===== config.mk =====
export PLATFORM = sky130hd
export DESIGN_NAME = assoc_cache_fifo_lru_hit_tracker
export DESIGN_NICKNAME = d
export VERILOG_FILES = /design/src/design/acfl_pkg.sv /design/src/design/assoc_cache_fifo_lru_hit_tracker.sv /design/src/design/acfl_cell.sv
export SDC_FILE = /design/constraint.sdc
export NUM_CORES = 1
export LEC_CHECK = 0
export ABC_AREA = 1
export ABC_CLOCK_PERIOD_IN_PS = 4590
export BUFFER_PORTS_ARGS = -buffer_cell sky130_fd_sc_hd__buf_2
export CAP_MARGIN = 20
export CORE_ASPECT_RATIO = 1.75
export CORE_UTILIZATION = 45
export CTS_CLUSTER_DIAMETER = 120
export DETAILED_ROUTE_END_ITERATION = 6
export PLACE_DENSITY_LB_ADDON = 0.15
export SKIP_LAST_GASP = 1
export SYNTH_ARGS = -nofsm -noshare
export SYNTH_HDL_FRONTEND = slang
export SYNTH_SLANG_ARGS = --single-unit
export TNS_END_PERCENT = 20

===== constraint.sdc =====
create_clock -name i_clk -period 4.59 [get_ports i_clk]
set_input_delay 0.459 -clock i_clk [delete_from_list [all_inputs] [get_ports i_clk]]
set_output_delay 0.459 -clock i_clk [all_outputs]
set_load 0.005 [all_outputs]

===== src/design/acfl_pkg.sv =====
// shared types and constants for the associative cache hit tracker
package acfl_pkg;

    localparam int BLOCK_W  = 7;
    localparam int COUNT_W  = 32;
    localparam int WAYS_W   = 7;
    localparam int CFG_W    = 6;
    localparam int CFG_A_W  = 1;
    localparam int IN_TD_W  = 8;
    localparam int OUT_TD_W = 72;

    localparam logic [CFG_A_W-1:0] REG_POLICY = 1'd0;
    localparam logic [CFG_A_W-1:0] REG_WAYS   = 1'd1;

    localparam logic POLICY_FIFO = 1'b0;
    localparam logic POLICY_LRU  = 1'b1;

    localparam logic [CFG_W-1:0]   WAYS_RESET = 6'd8;
    localparam logic [COUNT_W-1:0] COUNT_MAX  = 32'hFFFF_FFFF;

    typedef struct packed {
        logic clear;
        logic lru_upd;
        logic fifo_upd;
    } t_cell_ctrl;

endpackage


===== src/design/assoc_cache_fifo_lru_hit_tracker.sv =====
// top level of the fully associative cache hit tracker
//
// Input stream: one beat per referenced block; tdata holds block_number,
// tuser holds start_run, which clears the entries' valid bits, insert pointer
// and counts before the reference is looked up.
// Output stream: one beat per reference with the hit flag and the
// running hit and reference counts, both saturating.
// Configuration: write port, index 0 policy (0 fifo, 1 lru), index 1 ways
// in use; write only while idle.
// For each item the accept edge latches the tag; then, once the output
// register is free, the update cycle runs the compare across the row of
// entry cells, the lowest-match chain through the row and the update of
// every cell at once, and registers the result. A new beat is taken only
// after the current one has updated. The output register holds its beat
// while the receiver stalls; one more input beat is taken meanwhile and
// then waits in its update cycle until the output register frees up.
// Reset empties all entries, clears pointer and counts and sets policy
// to fifo with 8 ways.
module assoc_cache_fifo_lru_hit_tracker #(
    parameter int MAX_WAYS   = 32,
    parameter int BLOCK_BITS = 7
) (
    input  logic                              i_clk,
    input  logic                              i_rst_n,
    input  logic                              i_s_axis_tvalid,
    output logic                              o_s_axis_tready,
    // [6:0] block_number, [7] zero
    input  logic [acfl_pkg::IN_TD_W-1:0]      i_s_axis_tdata,
    // [0] start_run
    input  logic                              i_s_axis_tuser,
    output logic                              o_m_axis_tvalid,
    input  logic                              i_m_axis_tready,
    // [0] hit, [32:1] hit_count, [64:33] reference_count, [71:65] zero
    output logic [acfl_pkg::OUT_TD_W-1:0]     o_m_axis_tdata,
    input  logic                              i_cfg_we,
    input  logic [acfl_pkg::CFG_A_W-1:0]      i_cfg_addr,
    input  logic [acfl_pkg::CFG_W-1:0]        i_cfg_wdata
);

    localparam int PTR_W = (MAX_WAYS > 1) ? $clog2(MAX_WAYS) : 1;
    localparam int WW    = acfl_pkg::WAYS_W;
    localparam int CW    = acfl_pkg::COUNT_W;
    localparam logic [WW-1:0] MAX_WAYS_V = WW'(MAX_WAYS);

    logic                  r_policy;
    logic [acfl_pkg::CFG_W-1:0] r_ways_cfg;
    logic                  r_busy;
    logic [BLOCK_BITS-1:0] r_tag;
    logic [PTR_W-1:0]      r_ptr;
    logic [PTR_W-1:0]      n_ptr;
    logic [CW-1:0]         r_hits;
    logic [CW-1:0]         r_refs;
    logic [CW-1:0]         n_hits;
    logic [CW-1:0]         n_refs;
    logic                  r_out_valid;
    logic [acfl_pkg::OUT_TD_W-1:0] r_out_data;

    logic                  w_accept;
    logic                  w_start;
    logic                  w_upd;
    logic                  w_hit;
    logic [WW-1:0]         w_ways;
    logic [WW-1:0]         w_ways_raw;
    logic [PTR_W-1:0]      w_ptr_eff;
    logic [WW-1:0]         w_ptr_inc;
    acfl_pkg::t_cell_ctrl  w_ctrl;

    logic [BLOCK_BITS-1:0] w_tag   [MAX_WAYS+1];
    logic                  w_valid [MAX_WAYS+1];
    logic                  w_below [MAX_WAYS+1];

    assign w_accept = i_s_axis_tvalid && o_s_axis_tready;
    assign w_start  = w_accept && i_s_axis_tuser;
    assign w_upd    = r_busy && (!r_out_valid || i_m_axis_tready);
    assign w_hit    = w_below[MAX_WAYS];

    assign o_s_axis_tready = !r_busy;
    assign o_m_axis_tvalid = r_out_valid;
    assign o_m_axis_tdata  = r_out_data;

    // ways in use, held to 1..MAX_WAYS
    assign w_ways_raw = WW'(r_ways_cfg);
    always_comb begin
        if (w_ways_raw == '0) begin
            w_ways = WW'(1);
        end else if (w_ways_raw > MAX_WAYS_V) begin
            w_ways = MAX_WAYS_V;
        end else begin
            w_ways = w_ways_raw;
        end
    end

    assign w_ptr_eff = (WW'(r_ptr) >= w_ways) ? '0 : r_ptr;
    assign w_ptr_inc = WW'(w_ptr_eff) + WW'(1);
    assign n_ptr     = (w_ptr_inc >= w_ways) ? '0 : PTR_W'(w_ptr_inc);

    assign w_ctrl.clear    = w_start;
    assign w_ctrl.lru_upd  = w_upd && (r_policy == acfl_pkg::POLICY_LRU);
    assign w_ctrl.fifo_upd = w_upd && (r_policy == acfl_pkg::POLICY_FIFO) && !w_hit;

    assign n_hits = (w_hit && (r_hits != acfl_pkg::COUNT_MAX)) ? r_hits + CW'(1) : r_hits;
    assign n_refs = (r_refs != acfl_pkg::COUNT_MAX) ? r_refs + CW'(1) : r_refs;

    // front of the recency stack takes the new tag
    assign w_tag[0]   = r_tag;
    assign w_valid[0] = 1'b1;
    assign w_below[0] = 1'b0;

    for (genvar g = 0; g < MAX_WAYS; g++) begin : g_cell
        acfl_cell #(
            .IDX   (g),
            .TAG_W (BLOCK_BITS),
            .PTR_W (PTR_W)
        ) u_cell (
            .i_clk        (i_clk),
            .i_rst_n      (i_rst_n),
            .i_ctrl       (w_ctrl),
            .i_ways       (w_ways),
            .i_ptr        (w_ptr_eff),
            .i_tag        (r_tag),
            .i_prev_tag   (w_tag[g]),
            .i_prev_valid (w_valid[g]),
            .i_below      (w_below[g]),
            .o_tag        (w_tag[g+1]),
            .o_valid      (w_valid[g+1]),
            .o_below      (w_below[g+1])
        );
    end

    always_ff @(posedge i_clk) begin
        if (!i_rst_n) begin
            r_policy   <= acfl_pkg::POLICY_FIFO;
            r_ways_cfg <= acfl_pkg::WAYS_RESET;
        end else if (i_cfg_we) begin
            case (i_cfg_addr)
                acfl_pkg::REG_POLICY: r_policy   <= i_cfg_wdata[0];
                acfl_pkg::REG_WAYS:   r_ways_cfg <= i_cfg_wdata;
                default: ;
            endcase
        end
    end

    always_ff @(posedge i_clk) begin
        if (!i_rst_n) begin
            r_busy      <= 1'b0;
            r_out_valid <= 1'b0;
            r_ptr       <= '0;
            r_hits      <= '0;
            r_refs      <= '0;
        end else begin
            if (w_accept) begin
                r_busy <= 1'b1;
            end else if (w_upd) begin
                r_busy <= 1'b0;
            end

            if (w_upd) begin
                r_out_valid <= 1'b1;
            end else if (i_m_axis_tready) begin
                r_out_valid <= 1'b0;
            end

            if (w_start) begin
                r_ptr  <= '0;
                r_hits <= '0;
                r_refs <= '0;
            end else if (w_upd) begin
                r_hits <= n_hits;
                r_refs <= n_refs;
                if (w_ctrl.fifo_upd) begin
                    r_ptr <= n_ptr;
                end
            end
        end
    end

    always_ff @(posedge i_clk) begin
        if (w_accept) begin
            r_tag <= BLOCK_BITS'(i_s_axis_tdata[acfl_pkg::BLOCK_W-1:0]);
        end
        if (w_upd) begin
            r_out_data <= {7'd0, n_refs, n_hits, w_hit};
        end
    end

endmodule


===== src/design/acfl_cell.sv =====
// one cache entry: tag, valid bit, match and hand-over to the next entry
module acfl_cell #(
    parameter int IDX     = 0,
    parameter int TAG_W   = 7,
    parameter int PTR_W   = 5
) (
    input  logic                            i_clk,
    input  logic                            i_rst_n,
    input  acfl_pkg::t_cell_ctrl            i_ctrl,
    input  logic [acfl_pkg::WAYS_W-1:0]     i_ways,
    input  logic [PTR_W-1:0]                i_ptr,
    input  logic [TAG_W-1:0]                i_tag,
    input  logic [TAG_W-1:0]                i_prev_tag,
    input  logic                            i_prev_valid,
    input  logic                            i_below,
    output logic [TAG_W-1:0]                o_tag,
    output logic                            o_valid,
    output logic                            o_below
);

    localparam logic [acfl_pkg::WAYS_W-1:0] IDX_W = acfl_pkg::WAYS_W'(IDX);
    localparam logic [PTR_W-1:0]            IDX_P = PTR_W'(IDX);

    logic [TAG_W-1:0] r_tag;
    logic             r_valid;
    logic             w_in_use;
    logic             w_match;

    assign w_in_use = IDX_W < i_ways;
    assign w_match  = w_in_use && r_valid && (r_tag == i_tag);
    assign o_below  = i_below | w_match;
    assign o_tag    = r_tag;
    assign o_valid  = r_valid;

    always_ff @(posedge i_clk) begin
        if (!i_rst_n) begin
            r_valid <= 1'b0;
        end else if (i_ctrl.clear) begin
            r_valid <= 1'b0;
        end else if (i_ctrl.lru_upd && w_in_use && !i_below) begin
            r_valid <= i_prev_valid;
        end else if (i_ctrl.fifo_upd && (i_ptr == IDX_P)) begin
            r_valid <= 1'b1;
        end
    end

    always_ff @(posedge i_clk) begin
        if (i_ctrl.lru_upd && w_in_use && !i_below) begin
            r_tag <= i_prev_tag;
        end else if (i_ctrl.fifo_upd && (i_ptr == IDX_P)) begin
            r_tag <= i_tag;
        end
    end

endmodule


==> insert_results.sql <==
INSERT INTO impl_metrics (metric_group, metric, value, unit) VALUES
('logic_synthesis', 'mappedNetlistArea', '0.0224', 'mm²'),
('floorplanning', 'die_x', '171', 'µm'),
('logic_synthesis', 'synth_cells', '2756', ''),
('cells_and_area', 'antenna-diode-count', '0', ''),
('logic_synthesis', 'synth-main-ff-cell', 'sky130_fd_sc_hd__edfxtp_1', ''),
('floorplanning', 'floorplan.rows', '107', ''),
('floorplanning', 'fp.dieArea', '0.0508', 'mm²'),
('detailed_routing', 'drt_iter0_markers', '1073', ''),
('sta', 'rsz0062_at_grt', 'yes', ''),
('logic_synthesis', 'yosys-top-cells-area', 'sky130_fd_sc_hd__edfxtp_1 40%, sky130_fd_sc_hd__dfxtp_1 9.8%, sky130_fd_sc_hd__nand2_1 9.3%, sky130_fd_sc_hd__inv_1 6.7%, sky130_fd_sc_hd__o21ai_0 5.1%', ''),
('global_routing', 'global_route.usage.total', '26.2', '%'),
('detailed_routing', 'via_per_inst', '5.43', ''),
('critical_path', 'worst-setup-path-type', 'reg -> reg', ''),
('logic_synthesis', 'synthesis.area_per_instance', '8.14', 'µm²'),
('power', 'power', '8.48', 'mW'),
('critical_path', 'timing.reg2reg.setup_slack', '0.25', 'ns'),
('logic_synthesis', 'yosys.cell_count.top_type', 'sky130_fd_sc_hd__nand2_1', ''),
('critical_path', 'critPathTopFamily', 'compound AO/OA/AOI/OAI gates', ''),
('logic_synthesis', 'async_reset_ff_share', '0', '%'),
('critical_path', 'critical_path.max_stage_delay', '0.44', 'ns'),
('global_routing', 'largest_net_degree_at_the_start_of_global_routing', '85', ''),
('place', 'routabilityCongestion', '1.01', ''),
('floorplanning', 'initial_core_util', '45.8', '%'),
('hold_path', 'min-delay-start', 'i_s_axis_tdata[1]', ''),
('detailed_routing', 'route.final.wire_length', '66900', 'µm'),
('clocking', 'path_clk_slew', '0.07', 'ns'),
('critical_path', 'crit_path_start_kind', 'flop', ''),
('power', 'power_density', '335', 'mW/mm²'),
('cells_and_area', 'layout-drive-gt1-share', '10.5', '%'),
('global_routing', 'grt.overflow.total', '0', ''),
('critical_path', 'crit-reg2reg-launch', 'r_ways_cfg[5]', ''),
('sta', 'hold_viol', '0', ''),
('logic_synthesis', 'post_synth_num_cell_types', '53', ''),
('hold_path', 'worstHoldPathType', 'in -> reg', ''),
('logic_synthesis', 'ys_ff_latch', '406', ''),
('logic_synthesis', 'synth.yosys.warnings', '0', ''),
('sta', 'setup_viol_count_final', '0', ''),
('logic_synthesis', 'post_synth_most_frequent_cells', '558 x sky130_fd_sc_hd__nand2_1, 398 x sky130_fd_sc_hd__inv_1, 296 x sky130_fd_sc_hd__edfxtp_1', ''),
('clocking', 'clkSinkCount', '406', ''),
('sta', 'clock-skew-final', '0.0262', 'ns'),
('floorplanning', 'die_h', '297', 'µm'),
('clocking', 'cts_inserted_buffers', '41', ''),
('sta', 'clock_period_minus_worst_slack', '4.34', 'ns'),
('clocking', 'clock_latency_on_the_worst_skew_pair', '0.58', 'ns'),
('critical_path', 'crit_path_end_kind', 'flop', ''),
('flow_run', 'max-cap-violations', '0', ''),
('floorplanning', 'design.core.area', '0.0490', 'mm²'),
('sta', 'actual_slew_at_the_worst_max_slew_pin', '1.03', 'ns'),
('hold_path', 'worst_hold_path.endpoint', 'r_tag[1]', ''),
('hold_path', 'holdPathStages', '1', ''),
('power', 'leakage', '11.0', 'nW'),
('global_routing', 'first_global_vias', '19361', ''),
('global_routing', 'grt_first_pass_wirelength', '103000', 'µm'),
('critical_path', 'timing.critical_path.buf_inv', '2', ''),
('detailed_routing', 'post-route-drc-count', '0', ''),
('floorplanning', 'top_level_port_count', '95', ''),
('cells_and_area', 'num-fill-cells', '4725', ''),
('critical_path', 'cell_with_the_biggest_individual_delay_on_the_critical_path', 'sky130_fd_sc_hd__dfxtp_1', ''),
('critical_path', 'critical_path.reg2reg.endpoint', 'r_ptr[2]', ''),
('logic_synthesis', 'synth_edf_count', '296', ''),
('detailed_routing', 'via_count', '19198', ''),
('logic_synthesis', 'synth_top_cell_area_share', '39.6', '%'),
('cells_and_area', 'finalNetCount', '2889', ''),
('detailed_routing', 'routedWlPerCell', '18.9', 'µm'),
('sta', 'post-route-period-util', '94.6', '%'),
('sta', 'tns', '0', 'ns'),
('critical_path', 'crit_path_cell_trace', 'buf_4 > nor2_1 > inv_1 > ha_1 > a21oi_1 > nor2_1 > o21a_1 > o21ai_0 > a21oi_2 > nor2_1 > ha_1 > xor2_1 > ha_1 > o21a_1 > o21a_1 > o21ai_0 > nand2_1 > a21oi_1 > nand2_1 > nand3_1 > nand2_1 > nor2_1', ''),
('critical_path', 'crit_top_cell', 'sky130_fd_sc_hd__nor2_1', ''),
('clocking', 'cts_hold_buf', '0', ''),
('outcome', 'status', 'finished, final reports clean', ''),
('clocking', 'ctsRootBufferMaster', 'sky130_fd_sc_hd__clkbuf_16', '');
## routing by layer
metal  vias up  GRT usage (%)  share of wire [%]
li1       9359              -                  -
met1      9080           27.4                 36
met2       572           50.2                 54
met3       185           3.38                5.2
met4         2           13.3                5.4
met5         -              0              0.024
## stage by stage
| stage | area [µm²] | util [%] | instances |
|---|---|---|---|
| 2_1_floorplan | 22500 | - | 2762 |
| 3_3_place_gp | 23900 | 48.8 | 3454 |
| 3_5_place_dp | 23900 | 48.8 | 3454 |
| 4_1_cts | 25200 | 51.5 | 3530 |
| 5_1_grt | 25300 | 51.7 | 3536 |
| 6_report | 25300 | 51.7 | 3536 |
## how the worst max path moves through the flow
stage          depth (start not counted)           from                         end  slack (ns)
2_1_floorplan                         24  r_ways_cfg[3]                    r_ptr[0]        0.81
3_3_place_gp                          24       r_tag[0]  g_cell[13].u_cell.o_tag[6]        0.20
5_1_grt                               27       r_tag[0]                    r_ptr[1]      -0.009
6_report                              22  r_ways_cfg[5]                    r_ptr[2]        0.25
4_1_cts                               24       r_tag[0]  g_cell[13].u_cell.o_tag[6]        0.13
3_5_place_dp                          24       r_tag[0]  g_cell[14].u_cell.o_tag[6]        0.18
## where the power goes
part,internal [mW],switching [mW]
clock network,1.83,1.52
logic,0.306,0.664
registers,4.08,0.0830
## cell families (layout without fill, tap and decap cells)
logic type               after synthesis  in the layout  synth area share (%)
other                                  1              7                0.0167
buffers and inverters                557            677                  9.77
AO/OA/AOI/OAI                        476            476                  11.6
flip-flops                           406            406                  49.4
XOR/XNOR                             138            138                  5.38
AND/OR/NAND/NOR                     1159           1159                  22.8
adder cells (fa/ha/maj)               19             19                  1.06
## layout by cell type (no fill, tap or decap), types with 86 or more instances in the layout
cell	n
sky130_fd_sc_hd__nand2_1	554
sky130_fd_sc_hd__inv_1	396
sky130_fd_sc_hd__edfxtp_1	296
sky130_fd_sc_hd__nor2_1	236
sky130_fd_sc_hd__o21ai_0	226
sky130_fd_sc_hd__nand3_1	148
sky130_fd_sc_hd__a21oi_1	146
sky130_fd_sc_hd__dfxtp_1	109
sky130_fd_sc_hd__xor2_1	106
sky130_fd_sc_hd__buf_4	93
sky130_fd_sc_hd__buf_2	86
## registers in the layout (all words and copies together) (netlist names)
register,cells
o_m_axis_tvalid,1
o_m_axis_tdata,65
g_cell.u_cell.o_tag,224
r_tag,7
r_refs,32
r_hits,32
r_busy,1
g_cell.u_cell.o_valid,32
r_ways_cfg,6
r_policy,1
r_ptr,5
## worst reg2reg max path, stage by stage (launching register included)
cell	delay, ns
sky130_fd_sc_hd__dfxtp_1	0.44
sky130_fd_sc_hd__buf_4	0.23
sky130_fd_sc_hd__nor2_1	0.08
sky130_fd_sc_hd__inv_1	0.22
sky130_fd_sc_hd__ha_1	0.29
sky130_fd_sc_hd__a21oi_1	0.15
sky130_fd_sc_hd__nor2_1	0.05
sky130_fd_sc_hd__o21a_1	0.16
sky130_fd_sc_hd__o21ai_0	0.19
sky130_fd_sc_hd__a21oi_2	0.14
sky130_fd_sc_hd__nor2_1	0.26
sky130_fd_sc_hd__ha_1	0.33
sky130_fd_sc_hd__xor2_1	0.27
sky130_fd_sc_hd__ha_1	0.28
sky130_fd_sc_hd__o21a_1	0.11
sky130_fd_sc_hd__o21a_1	0.17
sky130_fd_sc_hd__o21ai_0	0.16
sky130_fd_sc_hd__nand2_1	0.08
sky130_fd_sc_hd__a21oi_1	0.33
sky130_fd_sc_hd__nand2_1	0.11
sky130_fd_sc_hd__nand3_1	0.10
sky130_fd_sc_hd__nand2_1	0.06
sky130_fd_sc_hd__nor2_1	0.08
## layout make-up
class	instances	area, µm²	area share, %
Sequential cell	406	11100	43.8
Multi-Input combinational cell	1799	9240	36.5
Inverter	412	1550	6.14
Timing Repair Buffer	189	1310	5.17
Clock buffer	60	1120	4.41
Tap cell	654	818	3.23
Clock inverter	16	183	0.722
## timing repair
action                                  CTS  global route
gates resized for setup                   0            13
endpoints found under the hold margin     0             0
setup buffers                             0             4
endpoints found under the setup margin    0           323
No activity file was read; power rests on OpenSTA's default activity.
